File: src/hw/rtl/subr_pkg.sv
// ----------------------------------------------------------------------------
// subr_pkg
// Types, codes and opcode constants of the branch/return stepping unit.
// ----------------------------------------------------------------------------
package subr_pkg;

	localparam int DEPTH_BITS_DEF = 16;
	localparam int DEPTH_OUT_W    = 16;

	typedef enum logic [1:0] {
		CMD_STEP       = 2'd0,
		CMD_ARM_BRANCH = 2'd1,
		CMD_ARM_RETURN = 2'd2
	} cmd_t;

	typedef enum logic [1:0] {
		MODE_NONE   = 2'd0,
		MODE_BRANCH = 2'd1,
		MODE_RETURN = 2'd2
	} mode_t;

	typedef enum logic [1:0] {
		REASON_NONE = 2'd0,
		REASON_STEP = 2'd1,
		REASON_COND = 2'd2
	} reason_t;

	localparam logic [7:0] OP_ESC      = 8'h0f;
	localparam logic [7:0] OP_GRP5     = 8'hff;
	localparam logic [7:0] RET_MASK    = 8'hf6;
	localparam logic [7:0] RET_CODE    = 8'hc2;
	localparam logic [7:0] OP_IRET     = 8'hcf;
	localparam logic [7:0] OP_CALL     = 8'he8;
	localparam logic [7:0] OP_CALLF    = 8'h9a;
	localparam logic [7:0] LOOP_MASK   = 8'hfc;
	localparam logic [7:0] LOOP_CODE   = 8'he0;
	localparam logic [7:0] JCC_MASK    = 8'hf0;
	localparam logic [7:0] JCC_CODE    = 8'h70;
	localparam logic [7:0] OP_JMPS     = 8'heb;
	localparam logic [7:0] OP_JMP      = 8'he9;
	localparam logic [7:0] OP_JMPF     = 8'hea;
	localparam logic [7:0] JCC2_CODE   = 8'h80;
	localparam logic [7:0] MODRM_MASK  = 8'h30;
	localparam logic [7:0] MODRM_CALL  = 8'h10;
	localparam logic [7:0] MODRM_JMP   = 8'h20;
	localparam logic [7:0] OP_INT3     = 8'hcc;
	localparam logic [7:0] OP_INT      = 8'hcd;
	localparam logic [7:0] OP_INTO     = 8'hce;

	typedef struct packed {
		logic call;
		logic ret;
		logic branch;
		logic intr;
	} class_t;

	function automatic class_t classify(input logic [7:0] b1, input logic [7:0] b2_raw);
		logic [7:0] b2;
		class_t     c;
		b2 = (b1 == OP_ESC || b1 == OP_GRP5) ? b2_raw : 8'h00;
		c.ret    = ((b1 & RET_MASK) == RET_CODE) || (b1 == OP_IRET);
		c.call   = (b1 == OP_CALL) || (b1 == OP_CALLF)
		        || (b1 == OP_GRP5 && (b2 & MODRM_MASK) == MODRM_CALL);
		c.branch = ((b1 & LOOP_MASK) == LOOP_CODE) || ((b1 & JCC_MASK) == JCC_CODE)
		        || (b1 == OP_JMPS) || (b1 == OP_JMP) || (b1 == OP_JMPF)
		        || (b1 == OP_ESC && (b2 & JCC_MASK) == JCC2_CODE)
		        || (b1 == OP_GRP5 && (b2 & MODRM_MASK) == MODRM_JMP);
		c.intr   = (b1 == OP_INT3) || (b1 == OP_INT) || (b1 == OP_INTO);
		return c;
	endfunction

endpackage

File: src/hw/rtl/subr_if.sv
// ----------------------------------------------------------------------------
// subr_if
// Valid/ready channels of the stepping unit: trap/command in, decision out.
// ----------------------------------------------------------------------------
interface subr_req_if import subr_pkg::*; ();
	logic       valid;
	logic       ready;
	logic [1:0] cmd;
	logic [7:0] opcode_first;
	logic [7:0] opcode_second;
	logic       opcode_valid;

	modport source (output valid, cmd, opcode_first, opcode_second, opcode_valid,
		input ready);
	modport sink (input valid, cmd, opcode_first, opcode_second, opcode_valid,
		output ready);
endinterface

interface subr_rsp_if import subr_pkg::*; ();
	logic                   valid;
	logic                   ready;
	logic                   stop;
	logic [1:0]             reason;
	logic                   is_call;
	logic                   is_return;
	logic                   is_branch;
	logic                   is_interrupt;
	logic [DEPTH_OUT_W-1:0] depth_out;

	modport source (output valid, stop, reason, is_call, is_return, is_branch,
		is_interrupt, depth_out, input ready);
	modport sink (input valid, stop, reason, is_call, is_return, is_branch,
		is_interrupt, depth_out, output ready);
endinterface

File: src/hw/rtl/step_until_branch_or_return.sv
// ----------------------------------------------------------------------------
// step_until_branch_or_return
// Classifies the instruction at each trap and decides whether the debugger
// stops in go-until-branch or go-until-return stepping.
//
// Usage:
//   req carries one command per transfer: a single-step trap or an arm
//   command, with the first two opcode bytes at the current IP. rsp returns
//   exactly one decision per request: stop, reason, the instruction classes
//   and the call depth (low 16 bits).
//   A req item passes through the input register, then through the decode
//   and depth update into the result register.
//   Throughput is one transfer per cycle while rsp is not stalled; the mode and
//   depth registers are updated as each item moves into the result register,
//   so the next item sees them at once.
//   When rsp is stalled the input register holds one more item; req.ready
//   drops only when both registers are full.
//   cfg_we writes branch_trap_hw from cfg_wdata; write it only while idle.
//   Reset empties both registers and clears the mode, the depth and classes.
// ----------------------------------------------------------------------------
module step_until_branch_or_return import subr_pkg::*; #(
	parameter int DEPTH_BITS = DEPTH_BITS_DEF
) (
	input  logic       clk,
	input  logic       arst_n,
	input  logic       cfg_we,
	input  logic       cfg_wdata,
	subr_req_if.sink   req,
	subr_rsp_if.source rsp
);

	localparam int EXT_W = (DEPTH_BITS > DEPTH_OUT_W) ? DEPTH_BITS : DEPTH_OUT_W;

	logic                  bt_hw_q;
	mode_t                 mode_q, mode_n;
	logic [DEPTH_BITS-1:0] depth_q, depth_n;
	class_t                class_q, class_n;

	logic       valid_s1;
	logic [1:0] cmd_s1;
	logic [7:0] op1_s1, op2_s1;
	logic       opv_s1;

	logic       rsp_valid_s2;
	logic       advance;
	logic       stop_c;
	reason_t    reason_c;
	logic [EXT_W-1:0] depth_ext;

	assign advance   = valid_s1 && (!rsp_valid_s2 || rsp.ready);
	assign req.ready = !valid_s1 || advance;

	always_ff @(posedge clk or negedge arst_n) begin
		if (!arst_n) begin
			bt_hw_q <= 1'b0;
		end else if (cfg_we) begin
			bt_hw_q <= cfg_wdata;
		end
	end

	always_ff @(posedge clk or negedge arst_n) begin
		if (!arst_n) begin
			valid_s1 <= 1'b0;
		end else if (req.ready) begin
			valid_s1 <= req.valid;
		end
	end

	always_ff @(posedge clk) begin
		if (req.valid && req.ready) begin
			cmd_s1 <= req.cmd;
			op1_s1 <= req.opcode_first;
			op2_s1 <= req.opcode_second;
			opv_s1 <= req.opcode_valid;
		end
	end

	always_comb begin
		class_n  = opv_s1 ? classify(op1_s1, op2_s1) : class_q;
		mode_n   = mode_q;
		depth_n  = depth_q;
		stop_c   = 1'b0;
		reason_c = REASON_NONE;
		unique case (cmd_s1)
			CMD_ARM_BRANCH, CMD_ARM_RETURN: begin
				depth_n = class_n.call ? DEPTH_BITS'(1) : '0;
				mode_n  = (cmd_s1 == CMD_ARM_BRANCH) ? MODE_BRANCH : MODE_RETURN;
			end
			CMD_STEP: begin
				if (mode_q == MODE_NONE) begin
					stop_c   = 1'b1;
					reason_c = REASON_STEP;
				end else begin
					if (bt_hw_q) begin
						stop_c = 1'b1;
					end else if (mode_q == MODE_RETURN) begin
						if (class_n.call) begin
							if (depth_q != '1)
								depth_n = depth_q + DEPTH_BITS'(1);
						end else if (class_n.ret) begin
							if (depth_q == '0)
								stop_c = 1'b1;
							else
								depth_n = depth_q - DEPTH_BITS'(1);
						end
					end else begin
						stop_c = class_n.call | class_n.ret | class_n.branch | class_n.intr;
					end
					if (stop_c) begin
						mode_n   = MODE_NONE;
						reason_c = REASON_COND;
					end
				end
			end
			default: ;
		endcase
	end

	always_ff @(posedge clk or negedge arst_n) begin
		if (!arst_n) begin
			mode_q  <= MODE_NONE;
			depth_q <= '0;
			class_q <= '0;
		end else if (advance) begin
			mode_q  <= mode_n;
			depth_q <= depth_n;
			class_q <= class_n;
		end
	end

	assign depth_ext = EXT_W'(depth_n);

	always_ff @(posedge clk or negedge arst_n) begin
		if (!arst_n) begin
			rsp_valid_s2 <= 1'b0;
		end else if (!rsp_valid_s2 || rsp.ready) begin
			rsp_valid_s2 <= valid_s1;
		end
	end

	always_ff @(posedge clk) begin
		if (advance) begin
			rsp.stop         <= stop_c;
			rsp.reason       <= reason_c;
			rsp.is_call      <= class_n.call;
			rsp.is_return    <= class_n.ret;
			rsp.is_branch    <= class_n.branch;
			rsp.is_interrupt <= class_n.intr;
			rsp.depth_out    <= depth_ext[DEPTH_OUT_W-1:0];
		end
	end

	assign rsp.valid = rsp_valid_s2;

`ifndef ASSERT_OFF
	a_stop_has_reason: assert property (@(posedge clk) disable iff (!arst_n)
		rsp.valid && rsp.stop |-> rsp.reason != REASON_NONE)
		else $error("stop without reason");

	a_stop_disarms: assert property (@(posedge clk) disable iff (!arst_n)
		advance && stop_c |=> mode_q == MODE_NONE)
		else $error("mode still armed after stop");

	a_arm_depth: assert property (@(posedge clk) disable iff (!arst_n)
		advance && (cmd_s1 == CMD_ARM_BRANCH || cmd_s1 == CMD_ARM_RETURN)
		|=> depth_q == (class_q.call ? DEPTH_BITS'(1) : '0))
		else $error("arm depth wrong");

	a_ready_when_empty: assert property (@(posedge clk) disable iff (!arst_n)
		!valid_s1 |-> req.ready)
		else $error("input stalled with empty stage");

	a_no_stop_armed_step: assert property (@(posedge clk) disable iff (!arst_n)
		advance && cmd_s1 == CMD_STEP && mode_q != MODE_NONE && !stop_c
		|=> mode_q == $past(mode_q))
		else $error("mode changed without stop");
`endif

endmodule

File: src/flat_wrapper.sv
// flat-port wrapper written by rule: the top's interface ports become plain ports
module step_until_branch_or_return_flat import subr_pkg::*;
#(
	parameter int DEPTH_BITS = DEPTH_BITS_DEF
)
  (clk, arst_n, cfg_we, cfg_wdata, req_valid, req_cmd, req_opcode_first, req_opcode_second, req_opcode_valid, req_ready, rsp_valid, rsp_stop, rsp_reason, rsp_is_call, rsp_is_return, rsp_is_branch, rsp_is_interrupt, rsp_depth_out, rsp_ready);
  subr_req_if req_i ();
  subr_rsp_if rsp_i ();
  input  logic clk;
  input  logic arst_n;
  input  logic cfg_we;
  input  logic cfg_wdata;
  input wire logic [$bits(req_i.valid)-1:0] req_valid;
  input wire logic [$bits(req_i.cmd)-1:0] req_cmd;
  input wire logic [$bits(req_i.opcode_first)-1:0] req_opcode_first;
  input wire logic [$bits(req_i.opcode_second)-1:0] req_opcode_second;
  input wire logic [$bits(req_i.opcode_valid)-1:0] req_opcode_valid;
  output wire logic [$bits(req_i.ready)-1:0] req_ready;
  output wire logic [$bits(rsp_i.valid)-1:0] rsp_valid;
  output wire logic [$bits(rsp_i.stop)-1:0] rsp_stop;
  output wire logic [$bits(rsp_i.reason)-1:0] rsp_reason;
  output wire logic [$bits(rsp_i.is_call)-1:0] rsp_is_call;
  output wire logic [$bits(rsp_i.is_return)-1:0] rsp_is_return;
  output wire logic [$bits(rsp_i.is_branch)-1:0] rsp_is_branch;
  output wire logic [$bits(rsp_i.is_interrupt)-1:0] rsp_is_interrupt;
  output wire logic [$bits(rsp_i.depth_out)-1:0] rsp_depth_out;
  input wire logic [$bits(rsp_i.ready)-1:0] rsp_ready;
  assign req_i.valid = req_valid;
  assign req_i.cmd = req_cmd;
  assign req_i.opcode_first = req_opcode_first;
  assign req_i.opcode_second = req_opcode_second;
  assign req_i.opcode_valid = req_opcode_valid;
  assign req_ready = req_i.ready;
  assign rsp_valid = rsp_i.valid;
  assign rsp_stop = rsp_i.stop;
  assign rsp_reason = rsp_i.reason;
  assign rsp_is_call = rsp_i.is_call;
  assign rsp_is_return = rsp_i.is_return;
  assign rsp_is_branch = rsp_i.is_branch;
  assign rsp_is_interrupt = rsp_i.is_interrupt;
  assign rsp_depth_out = rsp_i.depth_out;
  assign rsp_i.ready = rsp_ready;
  step_until_branch_or_return #(.DEPTH_BITS(DEPTH_BITS)) u_core (.clk(clk), .arst_n(arst_n), .cfg_we(cfg_we), .cfg_wdata(cfg_wdata), .req(req_i), .rsp(rsp_i));
endmodule
File: config.mk
export PLATFORM = sky130hd
export DESIGN_NAME = step_until_branch_or_return_flat
export DESIGN_NICKNAME = d
export VERILOG_FILES = /design/src/hw/rtl/subr_pkg.sv /design/src/hw/rtl/subr_if.sv /design/src/hw/rtl/step_until_branch_or_return.sv /design/src/flat_wrapper.sv
export SDC_FILE = /design/constraint.sdc
export NUM_CORES = 1
export LEC_CHECK = 0
export BUFFER_PORTS_ARGS = -buffer_cell sky130_fd_sc_hd__buf_2
export CAP_MARGIN = 10
export CORE_MARGIN = 1.5
export CORE_UTILIZATION = 30
export DETAILED_ROUTE_END_ITERATION = 8
export GPL_ROUTABILITY_DRIVEN = 0
export GPL_TIMING_DRIVEN = 1
export HOLD_SLACK_MARGIN = 0.03
export PLACE_DENSITY_LB_ADDON = 0.1
export SLEW_MARGIN = 20
export SYNTH_ARGS = -nofsm -noshare
export SYNTH_HDL_FRONTEND = slang
export SYNTH_SLANG_ARGS = --single-unit
File: constraint.sdc
create_clock -name clk -period 2.4 [get_ports clk]
set_input_delay 0.24 -clock clk [delete_from_list [all_inputs] [get_ports clk]]
set_output_delay 0.24 -clock clk [all_outputs]
set_load 0.02 [all_outputs]
# After elaboration in Yosys (flattened, before gate mapping)
# Cells that the tools add are included.
# totals
output_inout_bits,25
word_cells,103
in_bits,25
ff_bits,67
# op_classes
eq_ne,23
addsub,2
mux,25
n_bitwise,4
n_reduce_logical,28
# op_table
op,n
16-bit two-way mux,7
"8-bit equality test, second input constant",10
16-bit one-hot mux with 2 select lines,1
"16-bit by 1-bit adder with 16-bit output, second input constant",1
16-bit logical NOT,1
"16-bit inequality test, second input constant",1
"16-bit by 1-bit subtractor with 16-bit output, second input constant",1
1-bit logical OR,14
"6-bit equality test, second input constant",2
1-bit two-way mux,10
"8-bit by 4-bit equality test with 1-bit output, second input constant",1
2-bit two-way mux,4
8-bit two-way mux,1
"2-bit equality test, second input constant",3
1-bit logical AND,5
"2-bit by 1-bit equality test with 1-bit output, second input constant",2
"4-bit by 3-bit equality test with 1-bit output, second input constant",1
"4-bit equality test, second input constant",1
2-bit logical NOT,2
4-bit two-way mux,1
2-bit one-hot mux with 2 select lines,1
4-bit AND reduction,1
2-bit OR reduction,2
1-bit OR,3
5 further kinds,6

# Longest topological paths before layout
# Gate-level depths: netlist (run 1).
# logic_depth
word_depth,18
depth_mapped,10
depth_no_buf,9

# Worst setup path before layout (run 1)
# Ideal clock, no wire load.
# synth_path
kind,reg-to-reg
startpoint,"register u_core.rsp_valid_s2, in the netlist u_core.rsp.valid"
endpoint,register u_core.depth_q[3]
arrival_ns,2.390
setup_slack_ns,-0.076
stages_incl_launch_ff,8
period_less_slack_ns,2.476
n_path_buf,1
setup_ns,0.087
t_required_ns,2.313
cell_sequence,dfrtp_1 -> nand2b_1 -> nand2_1 -> inv_1 -> clkbuf_1 -> nand2_1 -> or4_1 -> o211ai_1
# synth_via
elab_chain_cells,3
# synth_rtl
element,line,source
start: declaration,step_until_branch_or_return.sv:44,logic rsp_valid_s2;
start signal: assignment,step_until_branch_or_return.sv:137,rsp_valid_s2 <= valid_s1;
1-bit logical NOT,step_until_branch_or_return.sv:50,assign advance = valid_s1 && (!rsp_valid_s2 || rsp.ready);
1-bit logical OR,step_until_branch_or_return.sv:50,
1-bit logical AND,step_until_branch_or_return.sv:50,
net u_core.advance,step_until_branch_or_return.sv:45,logic advance;
end signal: assignment,step_until_branch_or_return.sv:126,depth_q <= depth_n;
end: declaration,step_until_branch_or_return.sv:36,"logic [DEPTH_BITS-1:0] depth_q, depth_n;"
# The timed path passes the listed nets, and every way through them passes these cells.
# A chain may end at the register's enable or synchronous reset.

# Worst setup path in the final report (run 1)
# layout_path
startpoint,register u_core.op1_s1[0]
endpoint,register u_core.depth_q[11]
# layout_via
elab_chain_cells,12
word_cells_on_any_way,19
classes_between,eq/ne: 6; mux: 8; reduce/logical: 5
# layout_rtl
element,line,source
start: declaration,step_until_branch_or_return.sv:41,"logic [7:0] op1_s1, op2_s1;"
start signal: assignment,step_until_branch_or_return.sv:72,op1_s1 <= req.opcode_first;
8-bit by 4-bit equality test with 1-bit output or 8-bit equality test (tied branches),"subr_pkg.sv:60, subr_pkg.sv:63",
1-bit logical OR,subr_pkg.sv:60,b2 = (b1 == OP_ESC || b1 == OP_GRP5) ? b2_raw : 8'h00;
8-bit two-way mux,subr_pkg.sv:60,
2-bit by 1-bit equality test with 1-bit output,subr_pkg.sv:63,|| (b1 == OP_GRP5 && (b2 & MODRM_MASK) == MODRM_CALL);
1-bit logical AND,subr_pkg.sv:63,
1-bit logical OR,subr_pkg.sv:63,
4-bit two-way mux *,step_until_branch_or_return.sv:79,"class_n = opv_s1 ? classify(op1_s1, op2_s1) : class_q;"
16-bit two-way mux *,step_until_branch_or_return.sv:97,if (class_n.call) begin
16-bit two-way mux *,step_until_branch_or_return.sv:96,end else if (mode_q == MODE_RETURN) begin
16-bit two-way mux *,step_until_branch_or_return.sv:94,if (bt_hw_q) begin
16-bit two-way mux *,step_until_branch_or_return.sv:90,if (mode_q == MODE_NONE) begin
16-bit one-hot mux with 2 select lines *,step_until_branch_or_return.sv:84,unique case (cmd_s1)
# Mark *: on every way between the ends. The rest lies on a longest branch, timed or not.

==> run_results.csv, run 1 <==
group,metric,value,unit
synthesis,synthArstFlopShare,39.7,%
synthesis,synth_nets,398,
detailed_routing,wl_per_cell,15.9,um
detailed_routing,viasPerCell,5.15,
placement,portBuffers,45,
floorplanning,coreArea,11500,um2
floorplanning,rows,39,
critical_path,cp_data_arrival_time,2.63,ns
synthesis,yosys.area_share.simple,24.7,%
timing,slew_headroom,56.2,%
synthesis,ys_types,68,
clocking,cts-root-buf,"clkbuf_16",
synthesis,yosys_warnings,0,
global_route,grt_pass1_vias,3186,
run,maxCapViolCount,0,
synthesis,synth_top_family_by_area,"simple AND/OR/NAND/NOR gates",
global_route,grt_busiest_layer,"met2",
critical_path,cp_slowest_cell,"edfxtp_1",
synthesis,synth-main-ff-cell,"edfxtp_1",
timing,fin_ws,0.0257,ns
global_route,grt_use_met1,20.8,%
detailed_routing,drt_iter0_drc,107,
cells_and_area,stdcell_area,5040,um2
clocking,clockBufferDepth,2,
cells_and_area,syn2layout_area_growth,41.6,%
run_status,status,"finished, violations left",
clocking,clk_latency,0.33,ns
timing,finalCriticalPeriod,2.37,ns
global_route,grt_use_met3,3.32,%
power,leakage,2.06,nW
global_route,gr-total-overflow,0,
timing,setup_tns,0,ns
synthesis,ys_ff_latch,63,
critical_path,worstSetupPathType,"reg2reg",
clocking,cts_buffers,9,
timing,setup_viol,0,
timing,fin_skew,0.00733,ns
floorplanning,die_area,12500,um2
timing,rsz0062_at_grt,"true",
detailed_routing,finalWirelength,9.98,mm
global_route,grt_max_degree,26,
global_route,antenna_found_initial,0,
cells_and_area,drive_above_1_share,40.0,%
timing,finalHoldViolations,0,
synthesis,synthXorXnorAreaFrac,1.48,%
clocking,cts_tree,"done",
synthesis,synth.area.mux_share,1.30,%
critical_path,crit_chain,"buf_4 -> and3_4 -> a41oi_2 -> o21a_4 -> or4b_1 -> a21o_1 -> or3_1 -> o21ai_1",
synthesis,syn_avg_cell_area,9.73,um2
cells_and_area,diodes,0,
synthesis,synth_compound_area_share,16.3,%
critical_path,slowest_delay,0.48,ns
detailed_routing,num_vias,3237,
global_route,grt_pass1_wl,16.2,mm
global_route,grtUsageMet2,27.9,%
synthesis,synth_fa_ha_area_share,2.46,%
synthesis,synth-edff-count,38,
clocking,clk_pin_slew_worst_paths,0.06,ns
cells_and_area,fin_nets,512,
detailed_routing,drc,4,
clocking,ctsHtreeMaxLevel,3,
placement,pre_cts_slack,-0.188,ns
critical_path,crit_fanout,6,
timing,worstMarginPinSlew,0.656,ns
global_route,grt_usage,16.3,%
floorplanning,fp.dieW,112,um
placement,placed_area,4320,um2
critical_path,cp-end-kind,"flip-flop",
critical_path,start_kind,"flip-flop",
power,irDropWorstVdd,315,uV
detailed_routing,first_pass_iters,6,
synthesis,netlist_area,3560,um2
synthesis,yosysSeqAreaShare,49.6,%
floorplanning,ioPinCount,50,
power,p_per_area,689,nW/um2
placement,hpwl,7.01,mm
timing,final_max_slew_viol_count,0,
timing,fmax,421,MHz
critical_path,required,2.66,ns
floorplanning,die_h,112,um
cells_and_area,final_util,43.8,%
clocking,cts.sinks,63,
run_status,failed_checks,"design-rule violations",
synthesis,netlist_instances,366,
min_path,hold_path.class,"in2reg",
detailed_routing,antenna_left,0,
floorplanning,initial_core_util,30.9,%
timing,period_share,98.9,%
repair_timing:
item	4_1_cts	5_1_grt
cloned	0	0
setup buffers	3	16
endpoints found under the hold margin	25	0
hold buffers	1	0
pin swaps	7	16
resized for setup	14	54
endpoints found under the setup margin	19	33
synthesized netlist by cell type, drive strengths merged (2+ instances only):
cell type	instances	area share [%]
a21o	2	0.46
a21oi	20	2.9
a22o	2	0.49
a311oi	2	0.49
a31oi	5	0.88
a32o	2	0.56
and2	5	0.88
and3	6	1.1
and4	2	0.49
buf	7	0.95
clkbuf	9	0.95
dfrtp	25	18
edfxtp	38	32
ha	7	2.5
inv	21	2.2
mux2	2	0.74
mux2i	2	0.56
nand2	26	2.7
nand2b	11	1.9
nand3	13	2.0
nand4	9	1.8
nor2	33	3.5
nor2b	2	0.35
nor3	15	2.1
nor4	8	1.4
nor4b	2	0.49
o211ai	3	0.63
o21a	4	0.84
o21ai	34	4.9
o22a	2	0.49
o311ai	2	0.49
o32ai	2	1.0
or2	5	0.95
or3	8	1.5
or4	8	1.8
or4b	2	0.56
xnor2	6	1.5
registers in the layout, summed over array words and instances (netlist names), 2 cells and up:
register and cells:
u_core.rsp.reason 2, u_core.rsp.depth_out 16, u_core.op1_s1 8, u_core.cmd_s1 2
u_core.class_q 4, u_core.depth_q 16, u_core.op2_s1 4, u_core.mode_q 2
metal layers:
layer	wire (um)	share of wire [%]
met1	4460	45
met2	4920	49
met3	445	4.5
met4	153	1.5
met5	0	0
logic make-up after synthesis:
logic type	Yosys count
simple gates	160
compound gates	89
flops	63
buf+inv	37
fa+ha+maj	7
xor+xnor	6
mux	4
through the flow:
| step | cells | power (mW) | hold WS, ns |
|---|---|---|---|
| floorplan | 366 | 1.70 | -0.0556 |
| global placement | 593 | 2.01 | 0.320 |
| detailed placement | 593 | 2.02 | 0.330 |
| CTS | 613 | 3.42 | 0.0754 |
| global route | 628 | 3.63 | 0.0689 |
| finish | 628 | 3.47 | 0.0811 |
report_power, final:
part / switching [mW] / internal [mW] / total, mW
clock: 0.477 / 0.905 / 1.38
combinational: 0.421 / 0.325 / 0.746
sequential: 0.0836 / 1.26 / 1.34
total: 0.982 / 2.49 / 3.47
cell type report:
cell class	count	area, um2
clock inverter	6	85.1
multi-input combinational	266	1880
timing repair buffer	119	816
clock buffer	10	229
sequential	63	1780
tap	143	179
fill	1125	6470
inverter	21	78.8
final timing paths:
kind	cells past startpoint	end	slack, ns	from
worst max-delay path	8	u_core.depth_q[11]	0.03	u_core.op1_s1[0]
worst min-delay path	1	u_core.cmd_s1[1]	0.08	req_cmd[1]
worst max register to register	8	u_core.depth_q[11]	0.03	u_core.op1_s1[0]
worst min register to register	2	u_core.class_q[0]	0.47	u_core.class_q[0]
max in group asynchronous	2	u_core.depth_q[2]	1.46	arst_n
min in group asynchronous	2	u_core.depth_q[1]	0.48	arst_n
worst max-delay path: cells and delay by family, from the launching register on:
family                 cells  cell delay, ns
AO/OA/AOI/OAI              4            0.65
buffers and inverters      1            0.16
flip-flops                 1            0.48
AND/OR/NAND/NOR            3            1.01
cell usage in the layout (no fill, tap or decap), types with 9 or more instances in the layout:
master     instances
dfrtp_1           17
buf_2             45
edfxtp_1          38
nand3_1           12
nand2b_1          11
nand2_1           26
o21ai_0           19
buf_4             69
a21oi_1           16
nor2_1            33
clkbuf_16          9
inv_1             17
nor3_1            12
Note: power is estimated with default switching activity, not from simulation.
==> run 2: changes to the inputs <==
BUFFER_PORTS_ARGS = unset   (was -buffer_cell sky130_fd_sc_hd__buf_2)
DONT_BUFFER_PORTS = 1   (was unset)
==> run 2 against run 1 <==
Against the previous run:
- global-route usage is 0.73 points higher
- the run ends with design-rule violations, negative setup slack left
- wire length increased by 0.32%
- largest cell class unchanged
- die area did not move
- setup slack lost 0.066 ns
- worst hold slack lost 0.041 ns
==> run_results.csv, run 2 (synthesis gave the netlist of run 1 again) <==
group,metric,value,unit
run_status,status,"finished, violations left",
run_status,failed_checks,"design-rule violations, negative setup slack",
floorplanning,rows,39,
timing,setup_tns,-0.0406,ns
clocking,ctsHtreeMaxLevel,3,
clocking,clk_pin_slew_worst_paths,0.05,ns
cells_and_area,diodes,0,
clocking,cts_buffers,9,
timing,fin_ws,-0.0406,ns
global_route,grt_pass1_wl,16.2,mm
timing,rsz0062_at_grt,"true",
timing,fmax,410,MHz
critical_path,required,2.64,ns
cells_and_area,final_cell_mix,"buf_4, edfxtp_1, nor2_1, nand2_1, o21ai_0",
timing,worstMarginPinSlew,0.613,ns
clocking,cts.sinks,63,
clocking,clockBufferDepth,2,
global_route,grt_pass1_vias,3115,
timing,finalHoldViolations,0,
floorplanning,die_area,12500,um2
critical_path,rr_worst_depth,8,
cells_and_area,final_common_cell,"buf_4",
timing,period_share,102,%
detailed_routing,finalWirelength,10.0,mm
placement,hpwl,7.05,mm
floorplanning,coreArea,11500,um2
critical_path,cp-end-kind,"flip-flop",
timing,setup_viol,1,
global_route,grt_usage,17.0,%
power,leakage,1.92,nW
critical_path,crit_family,"compound AO/OA/AOI/OAI gates",
detailed_routing,drc,2,
detailed_routing,antenna_left,0,
critical_path,crit_fanout,5,
placement,pre_cts_slack,-0.0950,ns
critical_path,cp_num_cells,8,
global_route,antenna_found_initial,0,
global_route,grt_max_degree,26,
run,maxCapViolCount,0,
critical_path,cp_data_arrival_time,2.68,ns
critical_path,crit_chain,"or2_4 -> o32ai_4 -> buf_6 -> and2_4 -> nand4_1 -> a211oi_2 -> a31oi_1 -> a311oi_1",
critical_path,start_kind,"flip-flop",
detailed_routing,viasPerCell,5.17,
floorplanning,die_h,112,um
detailed_routing,first_pass_iters,6,
cells_and_area,drive_above_1_share,31.0,%
timing,slew_headroom,59.1,%
timing,finalCriticalPeriod,2.44,ns
cells_and_area,syn2layout_area_growth,37.5,%
min_path,hold_path.class,"in2reg",
detailed_routing,num_vias,3075,
placement,portBuffers,0,
cells_and_area,reg_top3,"u_core.depth_q: 16 flops, u_core.rsp.depth_out: 16 flops, u_core.op1_s1: 8 flops",
floorplanning,ioPinCount,50,
floorplanning,fp.dieW,112,um
detailed_routing,drt_iter0_drc,132,
timing,fin_skew,0.00733,ns
timing,final_max_slew_viol_count,0,
critical_path,slowest_delay,0.42,ns
floorplanning,initial_core_util,30.9,%
critical_path,cp_slowest_cell,"edfxtp_1",
power,irDropWorstVdd,541,uV
clocking,clk_latency,0.35,ns
clocking,cts_tree,"done",
power,total_power,3.50,mW
min_path,min_path_cells,1,
clocking,cts-root-buf,"clkbuf_16",
detailed_routing,wl_per_cell,16.8,um
global_route,gr-total-overflow,0,
critical_path,critPathBufInv,1,
power,p_per_area,715,nW/um2
cells_and_area,fin_nets,479,
critical_path,worstSetupPathType,"reg2reg",
==> run 2: final timing paths <==
path	slack [ns]	startpoint	to
hold / removal	0.04	cfg_wdata	u_core.bt_hw_q
max in group asynchronous	1.83	arst_n	u_core.depth_q[1]
setup reg to reg	-0.04	u_core.op1_s1[4]	u_core.depth_q[15]
hold reg to reg	0.49	u_core.class_q[0]	u_core.class_q[0]
setup / recovery	-0.04	u_core.op1_s1[4]	u_core.depth_q[15]
min in group asynchronous	0.38	arst_n	u_core.depth_q[6]
==> run 2: metal layers <==
| layer | track usage (%) | part of all wire, % | wire, um | vias up |
|---|---|---|---|---|
| met2 | 28.0 | 50 | 4970 | 62 |
| met1 | 20.8 | 45 | 4480 | 1479 |
| met3 | 6.26 | 4.2 | 423 | 13 |
| met4 | 5.40 | 1.3 | 130 | 0 |
| li1 | - | - | - | 1521 |
| met5 | 0 | 0 | 0 | - |
==> run 2: cell type report <==
class	count	area, um2
timing repair buffer	86	716
multi-input combinational	266	1820
tap	143	179
inverter	21	78.8
sequential	63	1770
clock inverter	5	80.1
fill	1126	6620
clock buffer	11	253
==> run 2: worst reg2reg max path, delay by kind of cell, from the launching register on <==
family | cells | cell delay [ns]
buf+inv | 1 | 0.17
simple gates | 3 | 0.58
compound gates | 4 | 1.16
flops | 1 | 0.42
==> run 2: repair_timing <==
action	CTS	global route
gates resized for setup	11	43
setup buffers	0	8
pin swaps	8	21
setup endpoints to repair	17	35
hold buffers	18	0
hold endpoints to repair	41	0
==> run 2: power breakdown <==
| group | total, mW | switching (mW) | internal, mW |
|---|---|---|---|
| logic | 0.654 | 0.355 | 0.299 |
| registers | 1.39 | 0.126 | 1.26 |
| clock network | 1.46 | 0.496 | 0.962 |
| total | 3.50 | 0.977 | 2.52 |
==> run 2: stage by stage <==
step | util (%) | hold WS (ns) | cells | cell area (um2)
2_1_floorplan | - | -0.0556 | 366 | 3560
3_3_place_gp | 35.8 | -0.0543 | 553 | 4120
3_5_place_dp | 35.8 | -0.0542 | 553 | 4120
4_1_cts | 40.7 | 0.0316 | 587 | 4680
5_1_grt | 42.5 | 0.0354 | 595 | 4900
6_report | 42.5 | 0.0403 | 595 | 4900
==> run 3: changes to the inputs <==
ABC_AREA = 1   (was unset)
BUFFER_PORTS_ARGS = -buffer_cell sky130_fd_sc_hd__buf_2   (was unset)
DONT_BUFFER_PORTS = unset   (was 1)
==> run 3 against run 2 <==
Against the previous run:
- worst hold slack gained 0.030 ns
- synthesized cell count up 36%
- the flow now finishes without violations
- highest routed layer unchanged
- sequential power about the same
- critical path type unchanged
- utilization is 5.6 points lower
- largest power group is now sequential cells
- sequential cell count unchanged
- largest cell class is now sequential cells
- clock skew hardly changed
- first-iteration DRC count down 11%
- combinational power grew 49%
==> run_results.csv, run 3 <==
group,metric,value,unit
cells_and_area,final_cell_mix,"nand2_1, nor2_1, inv_1, buf_2, nand3_1",
critical_path,cp-end-kind,"flip-flop",
synthesis,synthArstFlopShare,39.7,%
detailed_routing,viasPerCell,4.54,
timing,finalCriticalPeriod,2.18,ns
critical_path,critPathBufInv,1,
clocking,cts_tree,"done",
clocking,cts.sinks,63,
detailed_routing,drt_iter0_drc,118,
clocking,clockBufferDepth,2,
critical_path,slowest_delay,0.42,ns
timing,fmax,459,MHz
clocking,cts-root-buf,"clkbuf_16",
global_route,antenna_found_initial,0,
timing,finalHoldViolations,0,
global_route,grt_max_degree,26,
synthesis,synth-edff-count,38,
clocking,post-cts-setup-buffers,0,
synthesis,syn_avg_cell_area,7.64,um2
cells_and_area,final_util,36.9,%
run,maxCapViolCount,0,
floorplanning,rows,40,
detailed_routing,wl_per_cell,12.7,um
synthesis,yosys_warnings,0,
detailed_routing,antenna_left,0,
timing,worstMarginPinSlew,0.639,ns
placement,hpwl,6.81,mm
critical_path,cp_slowest_cell,"dfrtp_1",
timing,setup_tns,0,ns
critical_path,start_kind,"flip-flop",
detailed_routing,drc,0,
synthesis,synthTopCellsByArea,"edfxtp_1, dfrtp_1, nand2_1, nor2_1, inv_1",
synthesis,synth_top_area_share,29.9,%
cells_and_area,reg_top3,"u_core.depth_q: 16 flops, u_core.rsp.depth_out: 16 flops, u_core.op1_s1: 8 flops",
floorplanning,ioPinCount,50,
timing,slew_headroom,57.4,%
timing,fin_skew,0.00760,ns
clocking,clk_latency,0.34,ns
synthesis,ys_ff_latch,63,
cells_and_area,syn2layout_area_growth,18.3,%
critical_path,worstSetupPathType,"reg2reg",
critical_path,cp_data_arrival_time,2.28,ns
critical_path,crit_fanout,6,
cells_and_area,final_common_cell,"nand2_1",
synthesis,ys_types,35,
floorplanning,initial_core_util,31.2,%
global_route,grt_pass1_wl,15.5,mm
synthesis,synth.most_common_cell,"nand2_1",
clocking,ctsHtreeMaxLevel,3,
run_status,status,"completed",
critical_path,rrSetupSlack,0.22,ns
cells_and_area,fin_nets,580,
power,leakage,2.22,nW
synthesis,netlist_instances,499,
timing,final_max_slew_viol_count,0,
detailed_routing,first_pass_iters,4,
global_route,gr-total-overflow,0,
floorplanning,die_h,116,um
floorplanning,die_area,13400,um2
floorplanning,fp.dieW,116,um
synthesis,synth_area_leader_cell,"edfxtp_1",
min_path,hold_path.class,"in2reg",
cells_and_area,drive_above_1_share,18.3,%
placement,portBuffers,45,
synthesis,synth-main-ff-cell,"edfxtp_1",
floorplanning,coreArea,12200,um2
power,irDropWorstVdd,344,uV
timing,setup_viol,0,
timing,rsz0062_at_grt,"false",
synthesis,yosysSeqAreaShare,46.3,%
cells_and_area,diodes,0,
detailed_routing,num_vias,3270,
clocking,clk_pin_slew_worst_paths,0.06,ns
timing,period_share,90.8,%
global_route,grt_usage,15.2,%
synthesis,yosys-top-cells-count,"nand2_1, nor2_1, inv_1, nand3_1, edfxtp_1",
critical_path,crit_family,"simple AND/OR/NAND/NOR gates",
power,p_per_area,791,nW/um2
clocking,cts_buffers,9,
cells_and_area,n_fill_cell,1318,
critical_path,required,2.50,ns
synthesis,synth_nets,531,
critical_path,crit_chain,"inv_1 -> ha_1 -> nand2_1 -> nor2_1 -> nand3_2 -> nand2_4 -> nor2_1 -> a21oi_2 -> nor2_1 -> nand2_1 -> nand2_1 -> and3_1",
synthesis,netlist_area,3810,um2
detailed_routing,finalWirelength,9.13,mm
global_route,grt_pass1_vias,3204,
[run 3: cell count changes after synthesis, moves of 7 or more]
cell      delta
inv_1       +38
a21oi_1     -12
nand3_1     +28
nor4_1       -7
nand2_2      +7
nand2_1    +133
nand2b_1    -11
nor3_1      -14
nor2_1      +26
[run 3: power breakdown]
part | total (mW) | switching [mW] | internal (mW) | leakage (nW)
clock | 1.20 | 0.499 | 0.696 | 0.124
sequential | 1.40 | 0.0891 | 1.31 | 0.708
combinational | 0.976 | 0.664 | 0.312 | 1.39
total | 3.57 | 1.25 | 2.32 | 2.22
[run 3: timing repair]
| item | CTS | global route |
|---|---|---|
| hold buffers | 1 | 0 |
| hold endpoints to repair | 25 | 0 |
| resized for setup | 0 | 6 |
| setup endpoints to repair | 0 | 7 |
[run 3: routing by layer]
metal  global-route usage, %  routed length, um  up-vias
met5                       0                  0        -
met2                    24.7               4200       62
met3                    3.24                352       14
met4                    7.24                200        0
met1                    19.4               4370     1482
li1                        -                  -     1712
[run 3: final timing paths]
kind                                                 end                  from  cells after the start
worst max-delay path            u_core.rsp.depth_out[10]     u_core.depth_q[0]                     12
worst min-delay path                    u_core.op2_s1[6]  req_opcode_second[6]                      1
worst max register to register  u_core.rsp.depth_out[10]     u_core.depth_q[0]                     12
worst min register to register         u_core.class_q[1]     u_core.class_q[1]                      2
max in group asynchronous             u_core.depth_q[15]                arst_n                      2
min in group asynchronous              u_core.depth_q[6]                arst_n                      2
[run 3: through the flow]
step / cell area (um2) / total power [mW] / setup WS, ns / hold WS [ns] / instances
after CTS: 4490 / 3.61 / 0.163 / 0.0555 / 721
final: 4510 / 3.57 / 0.222 / 0.0701 / 721
after floorplan: 3810 / 2.12 / 0.373 / -0.0556 / 499
after global routing: 4510 / 3.83 / 0.0109 / 0.0542 / 721
after global placement: 4210 / 2.38 / 0.238 / 0.316 / 704
after detailed placement: 4210 / 2.39 / 0.213 / 0.313 / 704
[run 3: final cells by class]
class | count | area, um2 | area share, %
sequential | 63 | 1770 | 39.2
clock inverter | 7 | 48.8 | 1.08
tap | 168 | 210 | 4.66
inverter | 63 | 239 | 5.30
clock buffer | 9 | 225 | 4.99
timing repair buffer | 51 | 273 | 6.05
multi-input combinational | 360 | 1750 | 38.8
[run 3: kinds of logic (layout without fill, tap and decap cells)]
group | after synthesis | in the layout | share of synthesized area, %
AOI/OAI and AO/OA | 46 | 46 | 6.50
xor gates and xnor gates | 4 | 4 | 0.919
adders and majority gates | 7 | 7 | 2.30
buffers and inverters | 76 | 130 | 8.27
DFF | 63 | 63 | 46.3
muxes | 1 | 1 | 0.295
and+or+nand+nor | 302 | 302 | 35.4
